[src/rtl/core/lcvr_pkg.sv]
// ----------------------------------------------------------------------------
// lcvr_pkg
// Shared types, character codes and constants of the line command value
// receiver.
// ----------------------------------------------------------------------------
package lcvr_pkg;

    // Line framing
    localparam int unsigned LINE_LEN_W    = 6;
    localparam int unsigned MAX_LINE_LEN  = 32;
    localparam int unsigned MIN_MSG_LEN   = 2;

    // Fixed point scaling: value counts units of 10^-FRACTION_PLACES
    localparam logic [1:0]  FRACTION_PLACES = 2'd3;

    localparam int unsigned VALUE_W = 32;
    localparam int unsigned TIME_W  = 32;
    localparam int unsigned ACC_W   = 36;   // acc * 10 plus a digit weight

    localparam logic [VALUE_W-1:0] MAG_CAP   = 32'h8000_0000;
    localparam logic [VALUE_W-1:0] POS_LIMIT = 32'h7FFF_FFFF;
    localparam logic [TIME_W-1:0]  AGE_RESET = 32'd100;

    // Configuration register indexes
    localparam int unsigned CFG_IDX_W = 1;
    localparam logic [CFG_IDX_W-1:0] REG_MAX_AGE_CURRENT = 1'b0;
    localparam logic [CFG_IDX_W-1:0] REG_MAX_AGE_MISC    = 1'b1;

    // Character codes
    localparam logic [7:0] CHAR_LF      = 8'h0A;
    localparam logic [7:0] CHAR_CR      = 8'h0D;
    localparam logic [7:0] CHAR_SPACE   = 8'h20;
    localparam logic [7:0] CHAR_TAB     = 8'h09;
    localparam logic [7:0] CHAR_VT      = 8'h0B;
    localparam logic [7:0] CHAR_FF      = 8'h0C;
    localparam logic [7:0] CHAR_PLUS    = 8'h2B;
    localparam logic [7:0] CHAR_MINUS   = 8'h2D;
    localparam logic [7:0] CHAR_POINT   = 8'h2E;
    localparam logic [7:0] CHAR_ZERO    = 8'h30;
    localparam logic [7:0] CHAR_NINE    = 8'h39;
    localparam logic [7:0] CHAR_I_UPPER = 8'h49;
    localparam logic [7:0] CHAR_I_LOWER = 8'h69;

    // Number parser phase
    typedef enum logic [1:0] {
        PH_BLANKS = 2'd0,
        PH_INT    = 2'd1,
        PH_FRAC   = 2'd2,
        PH_STOP   = 2'd3
    } phase_t;

    // Completed message from the parser
    typedef struct packed {
        logic               done;
        logic [7:0]         command;
        logic [VALUE_W-1:0] value;
    } msg_t;

    // Powers of ten for digit weights
    function automatic logic [9:0] pow_ten(input logic [1:0] k);
        logic [9:0] p;
        case (k)
            2'd0:    p = 10'd1;
            2'd1:    p = 10'd10;
            2'd2:    p = 10'd100;
            2'd3:    p = 10'd1000;
            default: p = 10'd1;
        endcase
        return p;
    endfunction

endpackage

[src/rtl/core/lcvr_parser.sv]
// ----------------------------------------------------------------------------
// lcvr_parser
// Line assembly and on-the-fly decimal parsing; flags a completed message.
// ----------------------------------------------------------------------------
module lcvr_parser (
    input  logic               aclk,
    input  logic               aresetn,
    input  logic               advance,
    input  logic               action,
    input  logic [7:0]         rx_byte,
    output lcvr_pkg::msg_t     msg
);

    logic [lcvr_pkg::LINE_LEN_W-1:0] len_reg, len_next;
    logic [7:0]                      cmd_reg, cmd_next;
    lcvr_pkg::phase_t                phase_reg, phase_next;
    logic                            neg_reg, neg_next;
    logic [lcvr_pkg::VALUE_W-1:0]    acc_reg, acc_next;
    logic [1:0]                      frac_reg, frac_next;

    logic                            is_digit;
    logic                            is_blank;
    logic                            is_sign;
    logic [3:0]                      digit;
    lcvr_pkg::phase_t                eff_phase;
    logic [13:0]                     int_weight;
    logic [13:0]                     frac_weight;
    logic [1:0]                      frac_idx;
    logic [lcvr_pkg::ACC_W-1:0]      int_sum;
    logic [lcvr_pkg::ACC_W-1:0]      frac_sum;
    logic [lcvr_pkg::VALUE_W-1:0]    int_sat;
    logic [lcvr_pkg::VALUE_W-1:0]    frac_sat;
    logic [lcvr_pkg::VALUE_W-1:0]    signed_val;
    logic [lcvr_pkg::LINE_LEN_W-1:0] len_inc;

    // Character classes
    assign is_digit = (rx_byte >= lcvr_pkg::CHAR_ZERO) && (rx_byte <= lcvr_pkg::CHAR_NINE);
    assign is_blank = (rx_byte == lcvr_pkg::CHAR_SPACE) || (rx_byte == lcvr_pkg::CHAR_TAB) ||
                      (rx_byte == lcvr_pkg::CHAR_VT)    || (rx_byte == lcvr_pkg::CHAR_FF);
    assign is_sign  = (rx_byte == lcvr_pkg::CHAR_PLUS) || (rx_byte == lcvr_pkg::CHAR_MINUS);
    assign digit    = 4'(rx_byte - lcvr_pkg::CHAR_ZERO);

    // A non-blank, non-sign byte in the blank phase is handled as integer part
    assign eff_phase = ((phase_reg == lcvr_pkg::PH_BLANKS) && !is_blank && !is_sign)
                       ? lcvr_pkg::PH_INT : phase_reg;

    // Digit weights and the two accumulate paths (acc * 10 + w, acc + w)
    assign frac_idx    = 2'(lcvr_pkg::FRACTION_PLACES - 2'd1 - frac_reg);
    assign int_weight  = 14'(digit) * 14'(lcvr_pkg::pow_ten(lcvr_pkg::FRACTION_PLACES));
    assign frac_weight = 14'(digit) * 14'(lcvr_pkg::pow_ten(frac_idx));
    assign int_sum  = {1'b0, acc_reg, 3'b000} + {3'b000, acc_reg, 1'b0} +
                      {22'd0, int_weight};
    assign frac_sum = {4'd0, acc_reg} + {22'd0, frac_weight};
    assign int_sat  = (int_sum > {4'd0, lcvr_pkg::MAG_CAP}) ? lcvr_pkg::MAG_CAP
                                                            : int_sum[lcvr_pkg::VALUE_W-1:0];
    assign frac_sat = (frac_sum > {4'd0, lcvr_pkg::MAG_CAP}) ? lcvr_pkg::MAG_CAP
                                                             : frac_sum[lcvr_pkg::VALUE_W-1:0];

    // Signed, saturated message value
    assign signed_val = neg_reg ? (32'd0 - acc_reg)
                                : (acc_reg[31] ? lcvr_pkg::POS_LIMIT : acc_reg);

    assign len_inc = len_reg + 1'b1;

    // Next line state
    always_comb begin
        len_next   = len_reg;
        cmd_next   = cmd_reg;
        phase_next = phase_reg;
        neg_next   = neg_reg;
        acc_next   = acc_reg;
        frac_next  = frac_reg;
        msg        = '0;
        if (advance && !action) begin
            if (rx_byte == lcvr_pkg::CHAR_LF) begin
                if (len_reg >= lcvr_pkg::LINE_LEN_W'(lcvr_pkg::MIN_MSG_LEN)) begin
                    msg.done    = 1'b1;
                    msg.command = cmd_reg;
                    msg.value   = signed_val;
                end
                len_next   = '0;
                cmd_next   = '0;
                phase_next = lcvr_pkg::PH_BLANKS;
                neg_next   = 1'b0;
                acc_next   = '0;
                frac_next  = '0;
            end else if (rx_byte != lcvr_pkg::CHAR_CR) begin
                if (len_reg == '0) begin
                    cmd_next = rx_byte;
                end else begin
                    case (eff_phase)
                        lcvr_pkg::PH_BLANKS: begin
                            if (is_sign) begin
                                neg_next   = (rx_byte == lcvr_pkg::CHAR_MINUS);
                                phase_next = lcvr_pkg::PH_INT;
                            end
                        end
                        lcvr_pkg::PH_INT: begin
                            if (is_digit) begin
                                acc_next   = int_sat;
                                phase_next = lcvr_pkg::PH_INT;
                            end else if (rx_byte == lcvr_pkg::CHAR_POINT) begin
                                phase_next = lcvr_pkg::PH_FRAC;
                            end else begin
                                phase_next = lcvr_pkg::PH_STOP;
                            end
                        end
                        lcvr_pkg::PH_FRAC: begin
                            if (is_digit) begin
                                if (frac_reg < lcvr_pkg::FRACTION_PLACES) begin
                                    acc_next  = frac_sat;
                                    frac_next = frac_reg + 2'd1;
                                end
                            end else begin
                                phase_next = lcvr_pkg::PH_STOP;
                            end
                        end
                        default: ;
                    endcase
                end
                len_next = len_inc;
                // Overlong line: drop it and start fresh
                if (len_inc >= lcvr_pkg::LINE_LEN_W'(lcvr_pkg::MAX_LINE_LEN)) begin
                    len_next   = '0;
                    cmd_next   = '0;
                    phase_next = lcvr_pkg::PH_BLANKS;
                    neg_next   = 1'b0;
                    acc_next   = '0;
                    frac_next  = '0;
                end
            end
        end
    end

    // Line state registers
    always_ff @(posedge aclk) begin
        if (!aresetn) begin
            len_reg   <= '0;
            cmd_reg   <= '0;
            phase_reg <= lcvr_pkg::PH_BLANKS;
            neg_reg   <= 1'b0;
            acc_reg   <= '0;
            frac_reg  <= '0;
        end else begin
            len_reg   <= len_next;
            cmd_reg   <= cmd_next;
            phase_reg <= phase_next;
            neg_reg   <= neg_next;
            acc_reg   <= acc_next;
            frac_reg  <= frac_next;
        end
    end

endmodule

[src/rtl/core/lcvr_status.sv]
// ----------------------------------------------------------------------------
// lcvr_status
// Stored current and misc values with time stamps, age limits and staleness.
// ----------------------------------------------------------------------------
module lcvr_status (
    input  logic                              aclk,
    input  logic                              aresetn,
    input  logic                              cfg_wr_en,
    input  logic [lcvr_pkg::CFG_IDX_W-1:0]    cfg_index,
    input  logic [31:0]                       cfg_wdata,
    input  logic                              advance,
    input  lcvr_pkg::msg_t                    msg,
    input  logic [lcvr_pkg::TIME_W-1:0]       now_ms,
    output logic [lcvr_pkg::VALUE_W-1:0]      current_milli,
    output logic [lcvr_pkg::VALUE_W-1:0]      misc_milli,
    output logic [7:0]                        misc_command,
    output logic                              current_stale,
    output logic                              misc_stale
);

    logic [lcvr_pkg::TIME_W-1:0]  age_cur_reg, age_misc_reg;
    logic [lcvr_pkg::VALUE_W-1:0] cur_val_reg, cur_val_next;
    logic [lcvr_pkg::VALUE_W-1:0] misc_val_reg, misc_val_next;
    logic [7:0]                   misc_cmd_reg, misc_cmd_next;
    logic [lcvr_pkg::TIME_W-1:0]  cur_stamp_reg, cur_stamp_next;
    logic [lcvr_pkg::TIME_W-1:0]  misc_stamp_reg, misc_stamp_next;
    logic                         is_current;
    logic [lcvr_pkg::TIME_W-1:0]  cur_age;
    logic [lcvr_pkg::TIME_W-1:0]  misc_age;

    assign is_current = (msg.command == lcvr_pkg::CHAR_I_UPPER) ||
                        (msg.command == lcvr_pkg::CHAR_I_LOWER);

    // Store update on a completed message
    always_comb begin
        cur_val_next    = cur_val_reg;
        cur_stamp_next  = cur_stamp_reg;
        misc_val_next   = misc_val_reg;
        misc_cmd_next   = misc_cmd_reg;
        misc_stamp_next = misc_stamp_reg;
        if (advance && msg.done) begin
            if (is_current) begin
                cur_val_next   = msg.value;
                cur_stamp_next = now_ms;
            end else begin
                misc_val_next   = msg.value;
                misc_cmd_next   = msg.command;
                misc_stamp_next = now_ms;
            end
        end
    end

    // Staleness on the updated stamps; a zero stamp means never received
    assign cur_age       = now_ms - cur_stamp_next;
    assign misc_age      = now_ms - misc_stamp_next;
    assign current_stale = (cur_stamp_next == '0) || (cur_age > age_cur_reg);
    assign misc_stale    = (misc_stamp_next == '0) || (misc_age > age_misc_reg);

    assign current_milli = cur_val_next;
    assign misc_milli    = misc_val_next;
    assign misc_command  = misc_cmd_next;

    // Age limit registers
    always_ff @(posedge aclk) begin
        if (!aresetn) begin
            age_cur_reg  <= lcvr_pkg::AGE_RESET;
            age_misc_reg <= lcvr_pkg::AGE_RESET;
        end else if (cfg_wr_en) begin
            case (cfg_index)
                lcvr_pkg::REG_MAX_AGE_CURRENT: age_cur_reg  <= cfg_wdata;
                lcvr_pkg::REG_MAX_AGE_MISC:    age_misc_reg <= cfg_wdata;
                default: ;
            endcase
        end
    end

    // Stored values
    always_ff @(posedge aclk) begin
        if (!aresetn) begin
            cur_val_reg    <= '0;
            cur_stamp_reg  <= '0;
            misc_val_reg   <= '0;
            misc_cmd_reg   <= '0;
            misc_stamp_reg <= '0;
        end else begin
            cur_val_reg    <= cur_val_next;
            cur_stamp_reg  <= cur_stamp_next;
            misc_val_reg   <= misc_val_next;
            misc_cmd_reg   <= misc_cmd_next;
            misc_stamp_reg <= misc_stamp_next;
        end
    end

endmodule

[src/rtl/core/line_command_value_receiver_unit.sv]
// ----------------------------------------------------------------------------
// line_command_value_receiver_unit
// Parses received text lines "<letter><decimal>" into signed thousandths and
// keeps the last current and misc values with staleness flags.
//
//   Channel   Ports                                   Handshake
//   input     s_action, s_rx_byte, s_now_ms           s_valid / s_ready
//   result    m_msg_done .. m_misc_stale              m_valid / m_ready
//   config    cfg_wr_en, cfg_index, cfg_wdata         write enable only
//
// One item per cycle sustained unless the result stalls; an input transfer
// passes the input register, then one pass of parse and store logic into
// the result register. Reset is synchronous on aresetn and clears line state,
// stored values, stamps and sets both age limits to 100 ms. A stalled result
// holds the result register; the input register still takes one more item.
// ----------------------------------------------------------------------------
module line_command_value_receiver_unit (
    input  logic                              aclk,
    input  logic                              aresetn,
    // input channel
    input  logic                              s_valid,
    output logic                              s_ready,
    input  logic                              s_action,
    input  logic [7:0]                        s_rx_byte,
    input  logic [lcvr_pkg::TIME_W-1:0]       s_now_ms,
    // result channel
    output logic                              m_valid,
    input  logic                              m_ready,
    output logic                              m_msg_done,
    output logic [7:0]                        m_msg_command,
    output logic signed [lcvr_pkg::VALUE_W-1:0] m_msg_value_milli,
    output logic signed [lcvr_pkg::VALUE_W-1:0] m_current_milli,
    output logic signed [lcvr_pkg::VALUE_W-1:0] m_misc_milli,
    output logic [7:0]                        m_misc_command,
    output logic                              m_current_stale,
    output logic                              m_misc_stale,
    // configuration
    input  logic                              cfg_wr_en,
    input  logic [lcvr_pkg::CFG_IDX_W-1:0]    cfg_index,
    input  logic [31:0]                       cfg_wdata
);

    logic                         in_valid_reg;
    logic                         in_action_reg;
    logic [7:0]                   in_byte_reg;
    logic [lcvr_pkg::TIME_W-1:0]  in_now_reg;
    logic                         out_valid_reg, out_valid_next;
    logic                         advance;

    lcvr_pkg::msg_t               msg;
    logic [lcvr_pkg::VALUE_W-1:0] cur_milli;
    logic [lcvr_pkg::VALUE_W-1:0] misc_milli;
    logic [7:0]                   misc_cmd;
    logic                         cur_stale;
    logic                         misc_stale;

    logic                         done_reg;
    logic [7:0]                   cmd_reg;
    logic [lcvr_pkg::VALUE_W-1:0] val_reg;
    logic [lcvr_pkg::VALUE_W-1:0] cur_milli_reg;
    logic [lcvr_pkg::VALUE_W-1:0] misc_milli_reg;
    logic [7:0]                   misc_cmd_reg;
    logic                         cur_stale_reg;
    logic                         misc_stale_reg;

    // Pipeline flow: the held item moves into the result register when free
    assign advance = in_valid_reg && (!out_valid_reg || m_ready);
    assign s_ready = !in_valid_reg || advance;

    // Input register
    always_ff @(posedge aclk) begin
        if (!aresetn) begin
            in_valid_reg <= 1'b0;
        end else if (s_ready) begin
            in_valid_reg <= s_valid;
        end
    end

    always_ff @(posedge aclk) begin
        if (s_valid && s_ready) begin
            in_action_reg <= s_action;
            in_byte_reg   <= s_rx_byte;
            in_now_reg    <= s_now_ms;
        end
    end

    lcvr_parser u_parser (
        .aclk    (aclk),
        .aresetn (aresetn),
        .advance (advance),
        .action  (in_action_reg),
        .rx_byte (in_byte_reg),
        .msg     (msg)
    );

    lcvr_status u_status (
        .aclk          (aclk),
        .aresetn       (aresetn),
        .cfg_wr_en     (cfg_wr_en),
        .cfg_index     (cfg_index),
        .cfg_wdata     (cfg_wdata),
        .advance       (advance),
        .msg           (msg),
        .now_ms        (in_now_reg),
        .current_milli (cur_milli),
        .misc_milli    (misc_milli),
        .misc_command  (misc_cmd),
        .current_stale (cur_stale),
        .misc_stale    (misc_stale)
    );

    // Result valid
    always_comb begin
        out_valid_next = out_valid_reg;
        if (advance) begin
            out_valid_next = 1'b1;
        end else if (m_ready) begin
            out_valid_next = 1'b0;
        end
    end

    always_ff @(posedge aclk) begin
        if (!aresetn) begin
            out_valid_reg <= 1'b0;
        end else begin
            out_valid_reg <= out_valid_next;
        end
    end

    // Result register
    always_ff @(posedge aclk) begin
        if (advance) begin
            done_reg       <= msg.done;
            cmd_reg        <= msg.command;
            val_reg        <= msg.value;
            cur_milli_reg  <= cur_milli;
            misc_milli_reg <= misc_milli;
            misc_cmd_reg   <= misc_cmd;
            cur_stale_reg  <= cur_stale;
            misc_stale_reg <= misc_stale;
        end
    end

    assign m_valid           = out_valid_reg;
    assign m_msg_done        = done_reg;
    assign m_msg_command     = cmd_reg;
    assign m_msg_value_milli = val_reg;
    assign m_current_milli   = cur_milli_reg;
    assign m_misc_milli      = misc_milli_reg;
    assign m_misc_command    = misc_cmd_reg;
    assign m_current_stale   = cur_stale_reg;
    assign m_misc_stale      = misc_stale_reg;

endmodule
[config.mk]
export PLATFORM = sky130hd
export DESIGN_NAME = line_command_value_receiver_unit
export DESIGN_NICKNAME = d
export VERILOG_FILES = /design/src/rtl/core/lcvr_pkg.sv /design/src/rtl/core/lcvr_parser.sv /design/src/rtl/core/lcvr_status.sv /design/src/rtl/core/line_command_value_receiver_unit.sv
export SDC_FILE = /design/constraint.sdc
export NUM_CORES = 1
export LEC_CHECK = 0
export BUFFER_PORTS_ARGS = -buffer_cell sky130_fd_sc_hd__buf_4
export CAP_MARGIN = 0
export CORE_AREA = 2 2 221 223
export DETAILED_ROUTE_END_ITERATION = 16
export DIE_AREA = 0 0 223 225
export PLACE_DENSITY_LB_ADDON = 0.3
export SLEW_MARGIN = 30
export SYNTH_ARGS = -nofsm -noshare
export SYNTH_HDL_FRONTEND = slang
export SYNTH_SLANG_ARGS = --single-unit
[constraint.sdc]
create_clock -name aclk -period 6.27 [get_ports aclk]
set_input_delay 0.3135 -clock aclk [delete_from_list [all_inputs] [get_ports aclk]]
set_output_delay 0.3135 -clock aclk [all_outputs]
set_load 0.01 [all_outputs]
* After elaboration in Yosys (flattened, before gate mapping)
Index checks and enable logic that the tools add are counted.
** Storage, ports and cells
- Memories :: 0
- Bits in registers :: 409
- Bits in read-only memories :: 0
- Output and inout port bits :: 117
- Input port bits :: 79
- Latch bits :: 0
- Memory bits (writable) :: 0
** Operators by class
- Shifts and indexed selects :: 0
- Magnitude comparators :: 9
- Equality and inequality tests :: 22
- Multiply operators :: 2
- Bitwise operators :: 1
- Reduce and logical (&&, ||, !) cells :: 45
- $add $sub $neg :: 10
- Multiplexer cells :: 58
- Div/mod/pow operators :: 0
** Operators with widths (number)
- $mux W32 :: 18
- $mux W41 :: 3
- $gt A36 B32 Y1 const B :: 2
- $gt A32 B32 Y1 :: 2
- $logic_not A32 Y1 :: 2
- $pmux W32 S2 :: 1
- $sub A32 B32 Y32 :: 2
- $mux W8 :: 6
- $pmux W10 S4 :: 1
- $add A35 B33 Y36 :: 1
- $add A36 B14 Y36 :: 1
- $add A32 B14 Y33 :: 1
- $eq A8 B4 Y1 const B :: 4
- $eq A8 B6 Y1 const B :: 4
- $sub A1 B32 Y32 const A :: 1
- $mux W31 :: 1
- $mux W2 :: 15
- $mux W6 :: 3
- $reduce_bool A3 Y1 :: 6
- $eq A8 B7 Y1 const B :: 2
- $ne A4 B1 Y1 const B :: 4
- $mul A4 B10 Y14 :: 1
- $reduce_and A6 Y1 :: 2
- $mul A4 B7 Y11 const B :: 1
- other kinds (29) :: 63

* Logic depth before layout (Yosys ltp)
Gate-level depths: netlist of run 1.
- Depth after elaboration :: 14
- Mapped depth :: 35
- Mapped depth without buffers :: 34

* Cells and area by module
From an unflattened synthesis of run 1, not the netlist that was laid out.
** Second synthesis, totals
- Cell total of the unflattened synthesis :: 3091
- Area, all modules :: 27166.1 um2
** By module, submodules not included
- lcvr_status :: instances 1, area an instance 13031.2 um2, cells an instance 1675
- lcvr_parser :: instances 1, area an instance 9346.5 um2, cells an instance 1251
- line_command_value_receiver_unit :: instances 1, area an instance 4788.3 um2, cells an instance 165

* Least setup slack after synthesis of run 1
No wires, ideal clock.
- Kind :: reg2reg
- From :: reg in_byte_reg[2]
- To :: reg cur_stale_reg (netlist: m_current_stale) (data pin)
- Stages on the path, launching flop included :: 26
- Slack :: -0.291 ns
- Buffers on the path :: 1
- Library setup time :: 0.256 ns
- Arrival :: 6.304 ns
- Cell sequence :: edfxtp_1 > inv_1 > ha_1 > and3_1 > nand3_1 > inv_1 > nand3_1 > buf_1 > mux2i_1 > ha_1 > a21o_1 > a21oi_1 > nor2b_1 > o21a_1 > a211oi_1 > o22ai_1 > a41oi_1 > o21ai_0 > or4_1 > and4_1 > ha_1 > nand4_1 > nor3_1 > nand3_1 > or4_1 > a22o_1
** On the way
- Word-level cells in the longest chain between the ends :: 10
** RTL lines
- from (decl) :: RTL line line_command_value_receiver_unit.sv:45 : logic [7:0] in_byte_reg;
- from (signal assigned) :: RTL line line_command_value_receiver_unit.sv:82 : in_byte_reg <= s_rx_byte;
- $eq A8 B4 Y1 * :: RTL line lcvr_parser.sv:75 : if (rx_byte == lcvr_pkg::CHAR_LF) begin
- $mux W41 * :: RTL line lcvr_parser.sv:75
- $mux W41 * :: RTL line lcvr_parser.sv:74 : if (advance && !action) begin
- $eq A8 B7 Y1 (on tied branches) :: RTL line lcvr_status.sv:31, lcvr_status.sv:32
- $logic_or A1 B1 Y1 :: RTL line lcvr_status.sv:31 : assign is_current = (msg.command == lcvr_pkg::CHAR_I_UPPER) ||
- $mux W32 :: RTL line lcvr_status.sv:42 : if (is_current) begin
- $mux W32 * :: RTL line lcvr_status.sv:41 : if (advance && msg.done) begin
- $sub A32 B32 Y32 :: RTL line lcvr_status.sv:54 : assign cur_age = now_ms - cur_stamp_next;
- $gt A32 B32 Y1 :: RTL line lcvr_status.sv:56 : assign current_stale = (cur_stamp_next == '0) || (cur_age > age_cur_reg);
- $logic_or A1 B1 Y1 * :: RTL line lcvr_status.sv:56
- named net cur_stale :: RTL line line_command_value_receiver_unit.sv:54 : logic cur_stale;
- to (signal assigned) :: RTL line line_command_value_receiver_unit.sv:139 : cur_stale_reg <= cur_stale;
- to (decl) :: RTL line line_command_value_receiver_unit.sv:63 : logic cur_stale_reg;
Mark *: on every way through the listed nets, which the timed path passes. The rest lies on a longest branch.
A chain may end at the register's enable or synchronous reset.

* Final worst setup path of run 1
- From :: reg in_byte_reg[1]
- To :: reg u_parser.acc_reg[3] in the netlist's numbering
** On the way
- Word-level cells in the longest chain between the ends :: 14
** RTL lines
- branches (longest 14 deep; another with $gt A36 B32 Y1)
- to (signal assigned) :: RTL line lcvr_parser.sv:149 : acc_reg <= acc_next;
- to (decl) :: RTL line lcvr_parser.sv:18 : logic [lcvr_pkg::VALUE_W-1:0] acc_reg, acc_next;
Parallel ways; which one is timed is not known. The select of a mux whose other input is x is not followed.

==> run_results.csv, run 1 <==
group,metric,value,unit
outcome,outcome,"completed",
worst_setup_path,end_kind,"register",
route,drc,0,
run,drv_cap,0,
timing,min_period,6.148,ns
worst_setup_path,cpMostUsedCell,"fa_1",
worst_setup_path,cp.arrival,6.68,ns
layout,nFillCells,3699,
route,viasPerCell,5.949,
cts,clkLatencyLatePin,0.60,ns
timing,tightest_slew,0.9843,ns
cts,clock_sinks,409,
synthesis,yosysSeqAreaShare,37.64,%
synthesis,synth_top_cell_by_area,"dfxtp_1",
floorplan,start_util,54.48,%
placement,post-dp-hpwl,57.83,mm
grt,grt_start_max_net_pins,98,
layout,postLayoutCoreUtil,66.74,%
worst_setup_path,slowest_stage,"fa_1",
worst_setup_path,cp_top_family,"adder cells",
floorplan,fp.dieH,225,um
worst_setup_path,slowest_delay,0.60,ns
timing,final_hold_viol_count,0,
layout,fin_nets,3508,
worst_setup_path,path_class,"reg2reg",
cts,cts_buffers,45,
synthesis,netlist_top_cells_count,"nand2_1 (320), dfxtp_1 (253), ha_1 (229)",
timing,setup_slack,0.1217,ns
route,dr_wl_met2,38.54,mm
timing,fmax,0.1626,GHz
floorplan,rows,80,
placement,dp_slack,-0.07956,ns
timing,setup_tns,0,ns
floorplan,coreArea,47550,um2
worst_setup_path,cp_cell_sequence,"fa_1 > inv_2 > fa_1 > inv_2 > ha_4 > a21o_1 > a21oi_2 > o21bai_1 > a21oi_1 > xnor2_1 > fa_1 > ha_4 > a21o_1 > a31o_2 > a22oi_2 > buf_6 > o21bai_2 > xor2_1 > or4_1 > nor4_2 > a41o_1 > and3_4 > buf_12 > a221o_2",
worst_setup_path,crit_fanout,10,
grt,track_usage,30.35,%
worst_setup_path,setup.worst_path.start_class,"register",
layout,post_route_cells_drive_above_1_share,18.08,%
worst_setup_path,worst_ep_required_time,6.80,ns
timing,min_period_over_period,98.06,%
grt,antenna_found_initial,2,
route,drtPass1Iterations,6,
cts,cts.reportedPaths.clkPinSlew,0.06,ns
synthesis,ys_top_cells_by_area,"dfxtp_1 (20%), edfxtp_1 (18%), ha_1 (11%)",
route,wirelength_met1,32.42,mm
synthesis,avgSynthCellArea,9.176,um2
pwr,irDropWorstVdd,0.0002404,V
timing,maxSlewHeadroom,33.87,%
synthesis,ys_types,88,
layout,final_area,31730,um2
worst_setup_path,critPathBufInv,4,
cts,cts_buffer_depth,3,
synthesis,synth_area,25900,um2
cts,root_buffer,"clkbuf_16",
synthesis,yosysMostFrequentCell,"nand2_1",
placement,port_buffers,195,
timing,worst_clock_skew,0.02731,ns
grt,grt_pass1_wl,120.3,mm
route,drt-initial-drc-count,1755,
timing,holdWs,0.006879,ns
floorplan,io_pins,196,
cts,cts_tree,"built",
route,vias,22660,
pwr,pwr_density_cell,210.6,nW/um2
placement,place.gp.congestion,0.9680,
synthesis,synth.top_cell.area_share,19.55,%
route,drtAntennaViolNets,0,
worst_hold_path,hold_path.class,"in2reg",
timing,setup_viol,0,
route,wl_per_cell,20.64,um
placement,place_area,28730,um2
route,routed_wl,78.59,mm
synthesis,synth-seq-cells,409,
synthesis,syn-num-nets,3176,
grt,grt_pass1_vias,22110,
synthesis,synth_edf_count,156,
timing,drv_slew,0,
pwr,p_leak,0.01338,uW
synthesis,synthCells,2823,
floorplan,die_area,50180,um2
floorplan,die_w,223,um
timing,rsz0062_at_grt,"true",
route,dr_wl_met3,4.457,mm
layout,syn2layout_area_growth,22.51,%
cts,cts_max_level,2,
grt,overflow,0,
synthesis,synthArstFlopShare,0,%
route,topRoutingLayerUsed,"met4",
synthesis,yosysWarningCount,0,
synthesis,ys.flop_type,"dfxtp_1",
final timing paths:
check	slack, ns	endpoint	cells after the start	start
max	0.12	u_parser.acc_reg[3]$_SDFFE_PN0P_	24	in_byte_reg[1]$_DFFE_PP_
min	0.007	u_status.age_misc_reg[29]$_SDFFE_PN0P_	3	cfg_wdata[29]
min reg2reg	0.47	u_status.age_cur_reg[24]$_SDFFE_PN0P_	2	u_status.age_cur_reg[24]$_SDFFE_PN0P_
max reg2reg	0.12	u_parser.acc_reg[3]$_SDFFE_PN0P_	24	in_byte_reg[1]$_DFFE_PP_
metrics by stage:
stage          std cells  power [uW]
4_1_cts             3789        6658
5_1_grt             3807        6930
3_5_place_dp        3643        3867
2_1_floorplan       2823        3534
6_report            3808        6684
3_3_place_gp        3643        3840
power breakdown:
group / total (uW) / internal, uW / switching (uW) / leakage, uW
clock network: 2770 / 1640 / 1130 / 0.000755
registers: 2880 / 2820 / 56.3 / 0.00357
logic: 1040 / 475 / 563 / 0.00906
total: 6680 / 4940 / 1750 / 0.0134
logic make-up (layout without fill, tap and decap cells):
| kind of cell | count (synthesis) | count (layout) | synth area share (%) |
|---|---|---|---|
| other | 0 | 1 | 0 |
| adders and majority gates | 274 | 274 | 14.54 |
| buffers and inverters | 305 | 674 | 4.594 |
| xor gates and xnor gates | 124 | 124 | 4.193 |
| DFF | 409 | 409 | 37.64 |
| AOI/OAI and AO/OA | 656 | 656 | 16.94 |
| muxes | 76 | 76 | 2.985 |
| and+or+nand+nor | 979 | 979 | 19.11 |
layout by cell type, fill, tap and decap left out, types with 11 or more instances in the layout:
master         count
inv_1            180
nor2b_1          107
o21bai_1          16
nor2_1           140
o22ai_1           28
o21ai_0          135
fa_1              45
buf_4            324
xor2_1            34
nand2_1          318
mux2i_2           11
o21ai_1           13
mux2i_1           47
a21oi_2           12
nor3_1            47
nand4_1           53
nand2b_1          20
dfxtp_1          253
a21o_1            68
a211oi_1          17
or4_1             15
o31ai_1           11
nor4_1            29
and2_1           101
o211ai_1          27
and3_1            17
dlygate4sd3_1     61
ha_1             216
a21boi_0          63
xnor2_1           88
clkbuf_16         49
edfxtp_1         156
nand3_1           51
a21oi_1          104
a31oi_1           12
o21a_1            30
per-layer routing:
metal / track usage [%] / vias to the layer above
met4: 12.10 / 0
met1: 37.67 / 10850
met5: 0 / -
met3: 3.963 / 192
met2: 53.58 / 865
li1: - / 10750
worst register-to-register path, cell delays in order (launching register included):
cell      delay [ns]
edfxtp_1        0.46
fa_1            0.60
inv_2           0.06
fa_1            0.51
inv_2           0.05
ha_4            0.24
a21o_1          0.19
a21oi_2         0.16
o21bai_1        0.08
a21oi_1         0.17
xnor2_1         0.18
fa_1            0.52
ha_4            0.27
a21o_1          0.21
a31o_2          0.27
a22oi_2         0.17
buf_6           0.14
o21bai_2        0.09
xor2_1          0.16
or4_1           0.49
nor4_2          0.30
a41o_1          0.26
and3_4          0.25
buf_12          0.14
a221o_2         0.14
area by class of cell:
class,count,area (um2),share of cell area [%]
well taps,615,769.5,2.425
repair buffers,404,3364,10.60
flip-flops and latches,409,9749,30.72
clock inverters,25,319.1,1.005
clock buffers,59,1229,3.872
inverters,186,698.2,2.200
diodes,1,2.502,0.007885
multi-input cells,2109,15600,49.17
what timing repair did:
item                                   4_1_cts  5_1_grt
hold buffers                                61        0
setup endpoints to repair                   28       33
setup buffers                                1       13
pin swaps                                    2       38
endpoints found under the hold margin       72        0
gates cloned                                 0        5
resized for setup                            9      120
Power figures use the tool's default switching activity.
==> run 2: changes to the inputs <==
GPL_TIMING_DRIVEN = 0   (was not set)
==> run 2 against run 1 <==
  * The run now ends with negative setup slack left
  * Cell count grew 1.6%
  * Maximum frequency shrank 6.0%
  * Global-route usage grew 3.3 points
  * Utilization grew 1.4 points
  * Combinational power grew 5%
  * Routed wire length grew 10%
  * Sequential power is essentially flat
==> run_results.csv, run 2 (synthesis results as in run 1) <==
group,metric,value,unit
layout,layout_common_cells,"nand2_1 (319), buf_4 (265), dfxtp_1 (252), ha_1 (212), inv_1 (177)",
cts,cts_buffers,44,
worst_hold_path,hp-start,"cfg_wdata[26]",
timing,tightest_slew,1.138,ns
grt,top_usage_layer,"met2",
pwr,netSwitchingFraction,27.22,%
pwr,clockPowerShare,40.4,%
placement,place_area,28300,um2
pwr,p_sw,1810,uW
timing,fmax,0.1529,GHz
pwr,p_comb_share,16.3,%
floorplan,die_area,50180,um2
route,viasPerCell,6.019,
timing,setup_viol,30,
outcome,outcome,"complete, but fails checks",
grt,grt_start_max_net_pins,42,
route,drtPass1Iterations,6,
placement,dp_slack,-2.860,ns
run,drv_cap,0,
floorplan,coreArea,47550,um2
placement,post-dp-hpwl,64.21,mm
grt,overflow,0,
pwr,p_leak,0.01344,uW
timing,min_period_over_period,104.3,%
cts,cts.reportedPaths.clkPinSlew,0.06,ns
timing,setup_slack,-0.2707,ns
route,routed_wl,86.81,mm
layout,layout_commonest_cell,"nand2_1",
pwr,power_frac_seq,43.2,%
route,vias,23290,
grt,grtUsageMet1,41.80,%
worst_setup_path,worst_ep_required_time,6.75,ns
pwr,pwr_density_cell,205.4,nW/um2
grt,antenna_found_initial,2,
floorplan,io_pins,196,
worst_setup_path,end_kind,"register",
worst_hold_path,holdPathEnd,"u_status.age_cur_reg[26]$_SDFFE_PN0P_",
timing,maxSlewHeadroom,23.55,%
route,drt-initial-drc-count,1973,
layout,postLayoutCoreUtil,68.12,%
layout,final_area,32390,um2
cts,cts_max_level,2,
worst_setup_path,path_class,"reg2reg",
worst_setup_path,setup.worst_path.start_class,"register",
grt,met3_usage,5.593,%
route,drc,0,
worst_setup_path,reg2regPathDepth,25,
pwr,irDropWorstVdd,0.0002243,V
worst_hold_path,hold_path.class,"in2reg",
worst_setup_path,reg2reg_to,"u_parser.acc_reg[28]$_SDFFE_PN0P_",
cts,root_buffer,"clkbuf_16",
worst_setup_path,crit_fanout,8,
timing,rsz0062_at_grt,"true",
timing,holdWs,0.01588,ns
worst_setup_path,cp.arrival,7.02,ns
grt,use_met2,57.51,%
route,wl_per_cell,22.44,um
route,drtAntennaViolNets,0,
floorplan,die_w,223,um
grt,grt_pass1_wl,130.6,mm
layout,post_route_cells_drive_above_1_share,17.86,%
layout,syn2layout_area_growth,25.03,%
floorplan,rows,80,
timing,drv_slew,0,
worst_hold_path,holdPathStages,3,
worst_setup_path,reg2reg_from,"in_byte_reg[2]$_DFFE_PP_",
cts,cts_tree,"built",
timing,min_period,6.541,ns
grt,grt_pass1_vias,23080,
floorplan,start_util,54.48,%
placement,port_buffers,195,
timing,worst_clock_skew,0.04399,ns
timing,final_hold_viol_count,0,
pwr,intPower,4841,uW
worst_setup_path,r2r_slack,-0.27,ns
floorplan,fp.dieH,225,um
cts,clock_sinks,409,
cts,clkLatencyLatePin,0.59,ns
grt,track_usage,33.64,%
layout,fin_nets,3570,
placement,place.gp.congestion,0.9766,
outcome,violations,"negative setup slack",
cts,cts_buffer_depth,3,
timing,setup_tns,-5.326,ns
==> run 2: repair_timing <==
| action | 4_1_cts | 5_1_grt |
|---|---|---|
| buffers inserted | 43 | 36 |
| endpoints found under the hold margin | 77 | 0 |
| hold buffers | 69 | 0 |
| gates cloned | 0 | 4 |
| pin swaps | 52 | 76 |
| setup endpoints to repair | 34 | 34 |
| resized for setup | 175 | 85 |
==> run 2: routing by layer <==
layer	wire (um)	vias up
met5	0	-
met4	4208	0
met3	6059	246
met2	41510	960
met1	35030	11210
li1	-	10870
==> run 2: worst max-delay path, stage by stage (launching register included) <==
cell and delay (ns):
edfxtp_1 0.40, buf_6 0.16, fa_1 0.57, inv_2 0.05, fa_1 0.49, inv_2 0.05, ha_4 0.22, a21o_1 0.19
a21oi_2 0.18, o21bai_1 0.11, a21oi_2 0.20, xnor2_2 0.16, fa_1 0.45, ha_2 0.35, a21o_1 0.22, a31o_2 0.27
a22oi_2 0.38, o21bai_2 0.14, xor2_2 0.17, or4_4 0.56, nor4_4 0.14, a41o_1 0.25, buf_4 0.13, buf_6 0.10
nand3_4 0.15, o211ai_1 0.33
==> run 2: worst max path at each step <==
stage | start | to | slack, ns | depth (start not counted)
6_report | in_byte_reg[2]$_DFFE_PP_ | u_parser.acc_reg[28]$_SDFFE_PN0P_ | -0.27 | 25
4_1_cts | in_byte_reg[3]$_DFFE_PP_ | u_parser.acc_reg[10]$_SDFFE_PN0P_ | -0.16 | 30
3_5_place_dp | in_byte_reg[2]$_DFFE_PP_ | m_misc_stale$_DFFE_PP_ | -2.86 | 30
3_3_place_gp | in_byte_reg[2]$_DFFE_PP_ | m_misc_stale$_DFFE_PP_ | -2.81 | 30
5_1_grt | in_byte_reg[2]$_DFFE_PP_ | u_parser.acc_reg[28]$_SDFFE_PN0P_ | -0.47 | 29
2_1_floorplan | in_byte_reg[2]$_DFFE_PP_ | m_current_stale$_DFFE_PP_ | -0.01 | 25
==> run 2: area by class of cell <==
cell class / instances / area [um2]
Clock buffer: 51 / 1149
Sequential cell: 409 / 9751
Antenna cell: 1 / 2.502
Inverter: 186 / 706.9
Fill cell: 3569 / 15160
Buffer: 116 / 578.1
Clock inverter: 31 / 330.3
Multi-Input combinational cell: 2109 / 16090
Timing Repair Buffer: 351 / 3009
Tap cell: 615 / 769.5
==> run 2: through the flow <==
step | power (uW) | cells
CTS | 6597 | 3830
global placement | 3801 | 3633
floorplan | 3534 | 2823
detailed placement | 3832 | 3638
global route | 6869 | 3868
finish | 6651 | 3869
==> run 2: power by group through the flow <==
stage          Sequential (uW)  Clock, uW  Combinational (uW)
6_report                  2880       2690                1090
5_1_grt                   2880       2810                1180
4_1_cts                   2870       2710                1020
3_5_place_dp              2930          0                 900
3_3_place_gp              2940          0                 858
2_1_floorplan             2930          0                 605
